==> src/hdl/assert_macros.svh <==
// assertion macros shared by the rtl files
`ifndef ASSERT_MACROS_SVH
`define ASSERT_MACROS_SVH

`ifndef SYNTH

// property holds at every clock edge outside reset
`define ASSERT_ALWAYS(label, expr, msg) \
    label: assert property (@(posedge clk) disable iff (!rst_n) (expr)) else $error(msg);

// consequent holds in the same cycle as the antecedent
`define ASSERT_IMPLY(label, ante, cons, msg) \
    label: assert property (@(posedge clk) disable iff (!rst_n) (ante) |-> (cons)) else $error(msg);

// consequent holds in the cycle after the antecedent
`define ASSERT_NEXT(label, ante, cons, msg) \
    label: assert property (@(posedge clk) disable iff (!rst_n) (ante) |=> (cons)) else $error(msg);

`else

`define ASSERT_ALWAYS(label, expr, msg)
`define ASSERT_IMPLY(label, ante, cons, msg)
`define ASSERT_NEXT(label, ante, cons, msg)

`endif

`endif

==> src/hdl/dss_pkg.sv <==
// shared types and constants of the delimiter string splitter
package dss_pkg;

    localparam int BYTE_W   = 8;
    localparam int KIND_W   = 2;
    localparam int WORDS_W  = 16;
    localparam int LEN_W    = 4;
    localparam int APB_DW   = 64;
    localparam int APB_AW   = 4;
    localparam int REG_SEL_BIT = 3;

    localparam logic [LEN_W-1:0]  DELIM_LEN_RESET   = 4'd1;
    localparam logic [APB_DW-1:0] DELIM_BYTES_RESET = 64'd42;

    typedef enum logic [KIND_W-1:0] {
        KIND_DATA = 2'd0,
        KIND_END  = 2'd1,
        KIND_DONE = 2'd2
    } kind_t;

    typedef enum logic {
        REG_DELIM_LEN   = 1'b0,
        REG_DELIM_BYTES = 1'b1
    } reg_idx_t;

endpackage

==> src/hdl/dss_in_if.sv <==
// input stream interface: one string byte or end-of-string per transfer
interface dss_in_if;
    logic                        valid;
    logic                        ready;
    logic [dss_pkg::BYTE_W-1:0]  data_byte;
    logic                        is_end;

    modport source (output valid, output data_byte, output is_end, input ready);
    modport sink   (input valid, input data_byte, input is_end, output ready);
endinterface

==> src/hdl/dss_out_if.sv <==
// output stream interface: one result item per transfer
interface dss_out_if;
    logic                        valid;
    logic                        ready;
    dss_pkg::kind_t              item_kind;
    logic [dss_pkg::BYTE_W-1:0]  word_byte;
    logic [dss_pkg::WORDS_W-1:0] words_found;
    logic                        last_of_run;

    modport source (output valid, output item_kind, output word_byte, output words_found,
                    output last_of_run, input ready);
    modport sink   (input valid, input item_kind, input word_byte, input words_found,
                    input last_of_run, output ready);
endinterface

==> src/hdl/delimiter_string_splitter.sv <==
// delimiter string splitter: splits a byte stream into words at a whole delimiter string
//
// Each input transfer carries one string byte or an end-of-string mark. Bytes that could
// still start the delimiter wait in a window of up to MAX_DELIM-1 bytes; bytes that can no
// longer start it leave as word data, a full delimiter match closes the open word, and an
// end mark flushes the window, closes the open word and reports the saturating word count
// (low 16 bits). Matches are leftmost first, non-overlapping, and empty words are dropped.
// The window compare is fully parallel, so an input item is judged in the cycle it is
// accepted and, when nothing is ahead of it, its results start on the output in the cycle
// after. Results leave one per cycle while the sink takes them: an item yields r results
// (at most MAX_DELIM for a byte, MAX_DELIM+1 for an end mark), and an item with no result
// costs nothing there. Behind the batch being sent sits one holding slot: with a sink that
// takes a result every cycle, input flows at one transfer per cycle while each item yields
// at most one result. While the batch being sent is unfinished, items keep transferring
// until one with results takes the holding slot; the input then waits until the batch being
// sent hands over its last result. Configuration (delimiter_length at 0x0, delimiter_bytes
// at 0x8, first byte in the low bits) must be written over the apb port only while idle,
// which the block itself does not enforce; a length of 0 disables splitting and lengths
// above MAX_DELIM act as MAX_DELIM. No memory, no clearing pass after reset.
`include "assert_macros.svh"

module delimiter_string_splitter #(
    parameter int MAX_DELIM   = 8,
    parameter int COUNT_WIDTH = 16
) (
    input  logic                        clk,
    input  logic                        rst_n,
    // apb configuration port
    input  logic                        psel,
    input  logic                        penable,
    input  logic                        pwrite,
    input  logic [dss_pkg::APB_AW-1:0]  paddr,
    input  logic [dss_pkg::APB_DW-1:0]  pwdata,
    output logic [dss_pkg::APB_DW-1:0]  prdata,
    output logic                        pready,
    // streams
    dss_in_if.sink                      in_stream,
    dss_out_if.source                   out_stream
);

    // widths derived from the window depth
    localparam int NB_W  = $clog2(MAX_DELIM + 1);           // 0..MAX_DELIM
    localparam int CNT_W = $clog2(MAX_DELIM + 2);           // 0..MAX_DELIM+1 results
    localparam int IDX_W = (MAX_DELIM > 1) ? $clog2(MAX_DELIM) : 1;
    localparam int BW    = dss_pkg::BYTE_W;

    // one item's results: data bytes first, then word end, then string done
    typedef struct packed {
        logic [MAX_DELIM-1:0][BW-1:0] bytes;
        logic [NB_W-1:0]              nbytes;
        logic                         has_end;
        logic                         has_done;
        logic [COUNT_WIDTH-1:0]       count;
    } batch_t;

    // ------------------------------------------------------------------
    // configuration registers
    // ------------------------------------------------------------------
    logic [dss_pkg::LEN_W-1:0]  delim_len_reg;
    logic [dss_pkg::APB_DW-1:0] delim_bytes_reg;
    dss_pkg::reg_idx_t          reg_sel;
    logic                       cfg_wr;

    assign pready  = 1'b1;
    assign reg_sel = dss_pkg::reg_idx_t'(paddr[dss_pkg::REG_SEL_BIT]);
    assign cfg_wr  = psel && penable && pwrite && pready;

    always_ff @(posedge clk or negedge rst_n)
    begin
        if (!rst_n)
        begin
            delim_len_reg   <= dss_pkg::DELIM_LEN_RESET;
            delim_bytes_reg <= dss_pkg::DELIM_BYTES_RESET;
        end
        else if (cfg_wr)
        begin
            unique case (reg_sel)
                dss_pkg::REG_DELIM_LEN:   delim_len_reg   <= pwdata[dss_pkg::LEN_W-1:0];
                dss_pkg::REG_DELIM_BYTES: delim_bytes_reg <= pwdata;
            endcase
        end
    end

    always_comb
    begin
        unique case (reg_sel)
            dss_pkg::REG_DELIM_LEN:
                prdata = {{(dss_pkg::APB_DW - dss_pkg::LEN_W){1'b0}}, delim_len_reg};
            dss_pkg::REG_DELIM_BYTES:
                prdata = delim_bytes_reg;
        endcase
    end

    // ------------------------------------------------------------------
    // string state
    // ------------------------------------------------------------------
    logic [MAX_DELIM-1:0][BW-1:0] window_reg, window_next;
    logic [NB_W-1:0]              fill_reg, fill_next;
    logic                         word_open_reg, word_open_next;
    logic [COUNT_WIDTH-1:0]       word_tally_reg, word_tally_next;

    // output side: batch being sent and one batch held behind it
    batch_t                       cur_reg, pend_reg, new_batch;
    logic                         cur_valid_reg, pend_valid_reg;
    logic [CNT_W-1:0]             idx_reg;

    // ------------------------------------------------------------------
    // window judgement for the incoming byte
    // ------------------------------------------------------------------
    logic [MAX_DELIM-1:0][BW-1:0] delim, ext, shifted;
    logic [NB_W-1:0]              eff_len, n_bytes, m_drop;
    logic [MAX_DELIM-1:0]         sfx_ok;
    logic                         full_match;
    logic [COUNT_WIDTH-1:0]       tally_inc;

    always_comb
    begin
        for (int i = 0; i < MAX_DELIM; i++)
        begin
            delim[i] = delim_bytes_reg[BW*i +: BW];
        end
        // lengths past the window depth clamp to it
        if (delim_len_reg > dss_pkg::LEN_W'(MAX_DELIM))
            eff_len = NB_W'(MAX_DELIM);
        else
            eff_len = NB_W'(delim_len_reg);
    end

    // pending bytes with the new byte appended
    always_comb
    begin
        n_bytes = fill_reg + NB_W'(1);
        for (int i = 0; i < MAX_DELIM; i++)
        begin
            if (NB_W'(i) < fill_reg)
                ext[i] = window_reg[i];
            else if (NB_W'(i) == fill_reg)
                ext[i] = in_stream.data_byte;
            else
                ext[i] = '0;
        end
    end

    // suffix starting at s can stay pending when it is a proper prefix of the delimiter
    always_comb
    begin
        logic ok;
        for (int s = 0; s < MAX_DELIM; s++)
        begin
            ok = (NB_W'(s) < n_bytes) && ((n_bytes - NB_W'(s)) < eff_len);
            for (int i = 0; i < MAX_DELIM; i++)
            begin
                if ((s + i < MAX_DELIM) && (NB_W'(i) < n_bytes - NB_W'(s)))
                    ok = ok && (ext[s+i] == delim[i]);
            end
            sfx_ok[s] = ok;
        end
    end

    // bytes in front of the longest such suffix leave as word data
    always_comb
    begin
        m_drop = n_bytes;
        for (int s = MAX_DELIM - 1; s >= 0; s--)
        begin
            if (sfx_ok[s])
                m_drop = NB_W'(s);
        end
    end

    always_comb
    begin
        full_match = (eff_len != '0) && (n_bytes == eff_len);
        for (int i = 0; i < MAX_DELIM; i++)
        begin
            if ((NB_W'(i) < n_bytes) && (ext[i] != delim[i]))
                full_match = 1'b0;
        end
    end

    always_comb
    begin
        for (int i = 0; i < MAX_DELIM; i++)
        begin
            shifted[i] = '0;
            for (int j = 0; j < MAX_DELIM; j++)
            begin
                if ((NB_W'(j) < n_bytes) && (int'(m_drop) + i == j))
                    shifted[i] = ext[j];
            end
        end
    end

    // word count saturates at all ones
    assign tally_inc = (&word_tally_reg) ? word_tally_reg : word_tally_reg + COUNT_WIDTH'(1);

    // ------------------------------------------------------------------
    // next state and result batch of the item at the input
    // ------------------------------------------------------------------
    always_comb
    begin
        window_next     = window_reg;
        fill_next       = fill_reg;
        word_open_next  = word_open_reg;
        word_tally_next = word_tally_reg;
        new_batch       = '0;
        new_batch.count = word_tally_reg;

        if (in_stream.is_end)
        begin
            // flush the window, close the word, report the count
            new_batch.bytes    = window_reg;
            new_batch.nbytes   = fill_reg;
            new_batch.has_end  = word_open_reg || (fill_reg != '0);
            new_batch.has_done = 1'b1;
            new_batch.count    = new_batch.has_end ? tally_inc : word_tally_reg;
            window_next        = '0;
            fill_next          = '0;
            word_open_next     = 1'b0;
            word_tally_next    = '0;
        end
        else if (full_match)
        begin
            new_batch.has_end = word_open_reg;
            window_next       = '0;
            fill_next         = '0;
            word_open_next    = 1'b0;
            word_tally_next   = word_open_reg ? tally_inc : word_tally_reg;
        end
        else
        begin
            new_batch.bytes  = ext;
            new_batch.nbytes = m_drop;
            window_next      = shifted;
            fill_next        = n_bytes - m_drop;
            word_open_next   = word_open_reg || (m_drop != '0);
        end
    end

    logic [CNT_W-1:0] new_total, cur_total;
    logic             new_has;

    assign new_total = CNT_W'(new_batch.nbytes) + CNT_W'(new_batch.has_end)
                     + CNT_W'(new_batch.has_done);
    assign new_has   = (new_total != '0);
    assign cur_total = CNT_W'(cur_reg.nbytes) + CNT_W'(cur_reg.has_end)
                     + CNT_W'(cur_reg.has_done);

    // ------------------------------------------------------------------
    // handshakes
    // ------------------------------------------------------------------
    logic out_xfer, cur_last, cur_free, in_xfer;

    assign cur_last        = (idx_reg == cur_total - CNT_W'(1));
    assign out_xfer        = out_stream.valid && out_stream.ready;
    assign cur_free        = !cur_valid_reg || (out_xfer && cur_last);
    // input waits only when the holding slot is full and cannot move up
    assign in_stream.ready = !pend_valid_reg || cur_free;
    assign in_xfer         = in_stream.valid && in_stream.ready;

    always_ff @(posedge clk or negedge rst_n)
    begin
        if (!rst_n)
        begin
            window_reg     <= '0;
            fill_reg       <= '0;
            word_open_reg  <= 1'b0;
            word_tally_reg <= '0;
        end
        else if (in_xfer)
        begin
            window_reg     <= window_next;
            fill_reg       <= fill_next;
            word_open_reg  <= word_open_next;
            word_tally_reg <= word_tally_next;
        end
    end

    always_ff @(posedge clk or negedge rst_n)
    begin
        if (!rst_n)
        begin
            cur_valid_reg  <= 1'b0;
            pend_valid_reg <= 1'b0;
            idx_reg        <= '0;
        end
        else
        begin
            if (cur_free)
            begin
                idx_reg <= '0;
                if (pend_valid_reg)
                begin
                    cur_valid_reg  <= 1'b1;
                    pend_valid_reg <= in_xfer && new_has;
                end
                else
                begin
                    cur_valid_reg <= in_xfer && new_has;
                end
            end
            else
            begin
                if (out_xfer)
                    idx_reg <= idx_reg + CNT_W'(1);
                if (in_xfer && new_has)
                    pend_valid_reg <= 1'b1;
            end
        end
    end

    // batch payload carries no reset
    always_ff @(posedge clk)
    begin
        if (cur_free)
        begin
            if (pend_valid_reg)
            begin
                cur_reg <= pend_reg;
                if (in_xfer)
                    pend_reg <= new_batch;
            end
            else if (in_xfer)
            begin
                cur_reg <= new_batch;
            end
        end
        else if (in_xfer)
        begin
            pend_reg <= new_batch;
        end
    end

    // ------------------------------------------------------------------
    // result selection
    // ------------------------------------------------------------------
    logic [dss_pkg::WORDS_W+COUNT_WIDTH-1:0] words_wide;

    assign words_wide = {{dss_pkg::WORDS_W{1'b0}}, cur_reg.count};

    assign out_stream.valid       = cur_valid_reg;
    assign out_stream.last_of_run = cur_last;

    always_comb
    begin
        out_stream.word_byte   = '0;
        out_stream.words_found = '0;
        if (idx_reg < CNT_W'(cur_reg.nbytes))
        begin
            out_stream.item_kind = dss_pkg::KIND_DATA;
            out_stream.word_byte = cur_reg.bytes[idx_reg[IDX_W-1:0]];
        end
        else if ((idx_reg == CNT_W'(cur_reg.nbytes)) && cur_reg.has_end)
        begin
            out_stream.item_kind = dss_pkg::KIND_END;
        end
        else
        begin
            out_stream.item_kind   = dss_pkg::KIND_DONE;
            out_stream.words_found = words_wide[dss_pkg::WORDS_W-1:0];
        end
    end

    // ------------------------------------------------------------------
    // assertions
    // ------------------------------------------------------------------
    `ASSERT_IMPLY(a_pend_behind_cur, pend_valid_reg, cur_valid_reg, "hold slot set while idle")
    `ASSERT_ALWAYS(a_fill_bound, fill_reg < NB_W'(MAX_DELIM), "window fill reached its depth")
    `ASSERT_NEXT(a_end_flush, in_xfer && in_stream.is_end, fill_reg == '0, "window kept at end")
    `ASSERT_NEXT(a_end_close, in_xfer && in_stream.is_end, !word_open_reg, "word open after end")

endmodule

==> src/flat_wrapper.sv <==
// flat-port wrapper written by rule: the top's interface ports become plain ports
module delimiter_string_splitter_flat 
#(
    parameter int MAX_DELIM   = 8,
    parameter int COUNT_WIDTH = 16
)
  (clk, rst_n, psel, penable, pwrite, paddr, pwdata, prdata, pready, in_stream_valid, in_stream_data_byte, in_stream_is_end, in_stream_ready, out_stream_valid, out_stream_item_kind, out_stream_word_byte, out_stream_words_found, out_stream_last_of_run, out_stream_ready);
  dss_in_if in_stream_i ();
  dss_out_if out_stream_i ();
  input  logic clk;
  input  logic rst_n;
  input  logic psel;
  input  logic penable;
  input  logic pwrite;
  input  logic [dss_pkg::APB_AW-1:0] paddr;
  input  logic [dss_pkg::APB_DW-1:0] pwdata;
  output logic [dss_pkg::APB_DW-1:0] prdata;
  output logic pready;
  input wire logic [$bits(in_stream_i.valid)-1:0] in_stream_valid;
  input wire logic [$bits(in_stream_i.data_byte)-1:0] in_stream_data_byte;
  input wire logic [$bits(in_stream_i.is_end)-1:0] in_stream_is_end;
  output wire logic [$bits(in_stream_i.ready)-1:0] in_stream_ready;
  output wire logic [$bits(out_stream_i.valid)-1:0] out_stream_valid;
  output wire logic [$bits(out_stream_i.item_kind)-1:0] out_stream_item_kind;
  output wire logic [$bits(out_stream_i.word_byte)-1:0] out_stream_word_byte;
  output wire logic [$bits(out_stream_i.words_found)-1:0] out_stream_words_found;
  output wire logic [$bits(out_stream_i.last_of_run)-1:0] out_stream_last_of_run;
  input wire logic [$bits(out_stream_i.ready)-1:0] out_stream_ready;
  assign in_stream_i.valid = in_stream_valid;
  assign in_stream_i.data_byte = in_stream_data_byte;
  assign in_stream_i.is_end = in_stream_is_end;
  assign in_stream_ready = in_stream_i.ready;
  assign out_stream_valid = out_stream_i.valid;
  assign out_stream_item_kind = out_stream_i.item_kind;
  assign out_stream_word_byte = out_stream_i.word_byte;
  assign out_stream_words_found = out_stream_i.words_found;
  assign out_stream_last_of_run = out_stream_i.last_of_run;
  assign out_stream_i.ready = out_stream_ready;
  delimiter_string_splitter #(.MAX_DELIM(MAX_DELIM), .COUNT_WIDTH(COUNT_WIDTH)) u_core (.clk(clk), .rst_n(rst_n), .psel(psel), .penable(penable), .pwrite(pwrite), .paddr(paddr), .pwdata(pwdata), .prdata(prdata), .pready(pready), .in_stream(in_stream_i), .out_stream(out_stream_i));
endmodule
==> config.mk <==
export PLATFORM = sky130hd
export DESIGN_NAME = delimiter_string_splitter_flat
export DESIGN_NICKNAME = d
export VERILOG_FILES = /design/src/hdl/dss_pkg.sv /design/src/hdl/dss_in_if.sv /design/src/hdl/dss_out_if.sv /design/src/hdl/delimiter_string_splitter.sv /design/src/flat_wrapper.sv
export VERILOG_INCLUDE_DIRS = /design/src /design/src/hdl
export SDC_FILE = /design/constraint.sdc
export NUM_CORES = 1
export LEC_CHECK = 0
export BUFFER_PORTS_ARGS = -buffer_cell sky130_fd_sc_hd__buf_4
export CAP_MARGIN = 10
export CORE_ASPECT_RATIO = 0.9
export CORE_MARGIN = 3
export CORE_UTILIZATION = 26
export DETAILED_ROUTE_END_ITERATION = 10
export PLACE_DENSITY_LB_ADDON = 0.15
export SYNTH_ARGS = -nofsm -noshare
export SYNTH_HDL_FRONTEND = slang
export SYNTH_SLANG_ARGS = --single-unit
==> constraint.sdc <==
create_clock -name clk -period 12.4 [get_ports clk]
set_input_delay 2.48 -clock clk [delete_from_list [all_inputs] [get_ports clk]]
set_output_delay 2.48 -clock clk [all_outputs]
set_load 0.01 [all_outputs]
==> results.yml <==
route:
  ant_nets: 0
  initialDrtViolationCount: 3765
  drc: 0
  finalWirelength_um: 159000
  vias_per_cell: 6.04
  num_vias: 27824
  post_drt_wl_per_cell_um: 34.4
  drtPass1Iterations: 8
timing:
  max_freq_ghz: 0.106
  rsz0062_at_grt: "no"
  fin_ws_ns: 2.96
  hold_viol: 0
  setup-violations-final: 0
  fin_crit_ns: 9.44
  relSlewSlack_pct: 8.71
  fin_crit_sh_pct: 76.1
  drv_slew: 0
  worst_pin_slew_ns: 1.36
  setup_tns_ns: 0
  fin_worst_skew_ns: 0.0527
synthesis:
  yosys.area.top_type: "edfxtp_1"
  synth_top_area_share_pct: 18.4
  async_flop_share_pct: 48.0
  ys_ff_latch: 331
  synth_edf_count: 172
  syn_area_sq_mm: 0.0281
  synth_cell_types: 124
  synth_area_per_cell_sq_um: 9.11
  yosysWarnings: 0
  synth_cells: 3087
  syn_nets: 3226
  synth-seq-area-share_pct: 32.5
  synth_flop_cell: "edfxtp_1"
  ys_top_cells_by_area: "edfxtp_1 (18%), dfrtp_1 (14%), mux2_2 (6.7%)"
worst_setup_path:
  worstPathArrival_ns: 9.91
  crit_path_start_kind: "input port"
  critPathMaxFanout: 16
  endpoint_kind: "register"
  critical_path_required_ns: 12.87
  path_class: "in -> reg"
  worstPathCellList: "buf_4 > and4bb_2 > a211oi_4 > xnor2_1 > nor4_1 > and3_1 > a41oi_1 > o22a_1 > o21ai_4 > or2_1 > inv_2 > ha_1 > a41o_1 > a31oi_1 > xnor2_2 > nor2_1 > a2111oi_0 > o21ai_0"
  cp_slowest_stage_delay_ns: 0.88
  slowest_stage: "nor4_1"
clock_tree:
  cts_resized: 0
  numCtsBuffers: 44
  cts.sinks: 331
  clockRootBuffer: "clkbuf_16"
  clk_pin_slew_worst_paths_ns: 0.06
  insertion_delay_ns: 0.65
  hold_buffers: 0
  htreeDepth: 2
  clock_path_buffers: 3
  cts_setup_buffers: 0
  cts_tree: "yes"
floorplanning:
  die_w_um: 353
  core_area_sq_mm: 0.106
  fp.dieArea_sq_mm: 0.112
  ios: 178
  initial_core_util_pct: 26.4
  fp.dieH_um: 318
  rows: 113
min_path:
  hold_path_class: "reg -> reg"
power_and_ir_drop:
  ir_worst_vdd_v: 0.000113
  power_mw: 7.90
  cellPowerDensity_mw_per_mm2: 244
  leakage_nw: 11.5
global_route:
  grt.overflow.total: 0
  first_global_vias: 25885
  antenna_found_initial: 11
  grt_first_pass_wirelength_um: 216000
  grtUsageTotal_pct: 27.1
  grt_max_degree: 68
placement:
  dp_hpwl_um: 115000
  routabilityCongestion: 1.04
  port_buffers: 173
  dpl.cell_count: 4519
  pre_cts_ws_ns: 2.88
layout:
  nets: 3268
  num-fill-cells: 11217
  stdcell_count: 4605
  utilization_pct: 30.4
  layout-drive-gt1-share_pct: 20.9
  seqCellArea_sq_mm: 0.00916
  multi_input_area_sq_mm: 0.0175
  area_growth_pct: 15.1
run:
  cap_violations: 0
status:
  outcome: "completed"
cell type report:
type,count,share of cell area [%]
clock buffers,54,3.67
well taps,1437,5.55
flip-flops and latches,331,28.3
clock inverters,27,0.699
diodes,4,0.0309
inverters,87,1.01
multi-input cells,2379,54.1
repair buffers,286,6.64
per-stage QoR:
stage	hold slack, ns	instance area, sq um
finish	0.528	32400
floorplan	0.485	28100
global route	0.549	32400
global placement	0.510	31000
detailed placement	0.521	31000
CTS	0.531	32400
worst max-delay path: cells and delay by family:
family	cells	cell delay, ns
AOI/OAI and AO/OA	8	3.54
and+or+nand+nor	5	2.39
buffers and inverters	2	0.53
xor gates and xnor gates	2	0.53
adders and majority gates	1	0.37
cell families after synthesis:
logic type      synth area share [%]
fa+ha+maj                       2.54
flops                           32.5
mux                             9.09
compound gates                  23.2
xor+xnor                        8.30
simple gates                    18.7
other cells                   0.0133
buf+inv                         5.58
routing by layer:
metal	share of wire, %	vias to the layer above	track usage (%)
met3	12	390	10.3
met2	41	1706	37.9
met1	42	13949	36.5
met4	5.0	18	12.4
met5	0.077	-	0.170
li1	-	11761	-
final timing paths:
check / start / to / slack [ns] / cells past startpoint
setup / recovery: in_stream_data_byte[0] / u_core.window_reg[24] / 2.96 / 18
min in group asynchronous: rst_n / u_core.word_tally_reg[9] / 1.87 / 1
hold reg to reg: u_core.pend_reg[52] / u_core.cur_reg[52] / 0.53 / 1
setup reg to reg: u_core.fill_reg[0] / u_core.window_reg[24] / 3.10 / 21
hold / removal: u_core.pend_reg[52] / u_core.cur_reg[52] / 0.53 / 1
max in group asynchronous: rst_n / u_core.delim[25] / 9.21 / 2
report_power, final:
group | total (mW) | internal [mW] | leakage (nW) | switching, mW
clock network | 1.29 | 0.729 | 0.669 | 0.565
logic | 4.79 | 1.50 | 7.29 | 3.29
registers | 1.81 | 1.43 | 3.56 | 0.385
synth_stat cells, drive strengths merged, types with 16 or more instances:
cell type	count
nand2	241
xnor2	208
clkbuf	183
o21ai	174
edfxtp	172
mux2	168
dfrtp	155
nor2	153
a21oi	141
and2	117
buf	107
inv	86
nand3	70
nor4	66
nor3	65
xor2	56
a22oi	55
and3	53
ha	53
o22ai	52
a221oi	46
a211oi	43
nand4	39
a22o	37
a31oi	32
a32oi	30
mux2i	30
o221ai	27
nand2b	25
nor2b	22
or3	21
nand3b	20
o31ai	19
a21o	18
o211ai	18
mux4	16
cells in the final DEF (no fill, tap or decap), drive strengths merged, types with 89 or more instances in the layout:
| cell type | Yosys | routed |
|---|---|---|
| a21oi | 141 | 141 |
| nand2 | 241 | 241 |
| inv | 86 | 89 |
| and2 | 117 | 117 |
| dfrtp | 155 | 155 |
| nor2 | 153 | 153 |
| buf | 107 | 285 |
| edfxtp | 172 | 172 |
| o21ai | 174 | 174 |
| mux2 | 168 | 168 |
| xnor2 | 208 | 208 |
No activity file was read; power rests on OpenSTA's default activity.
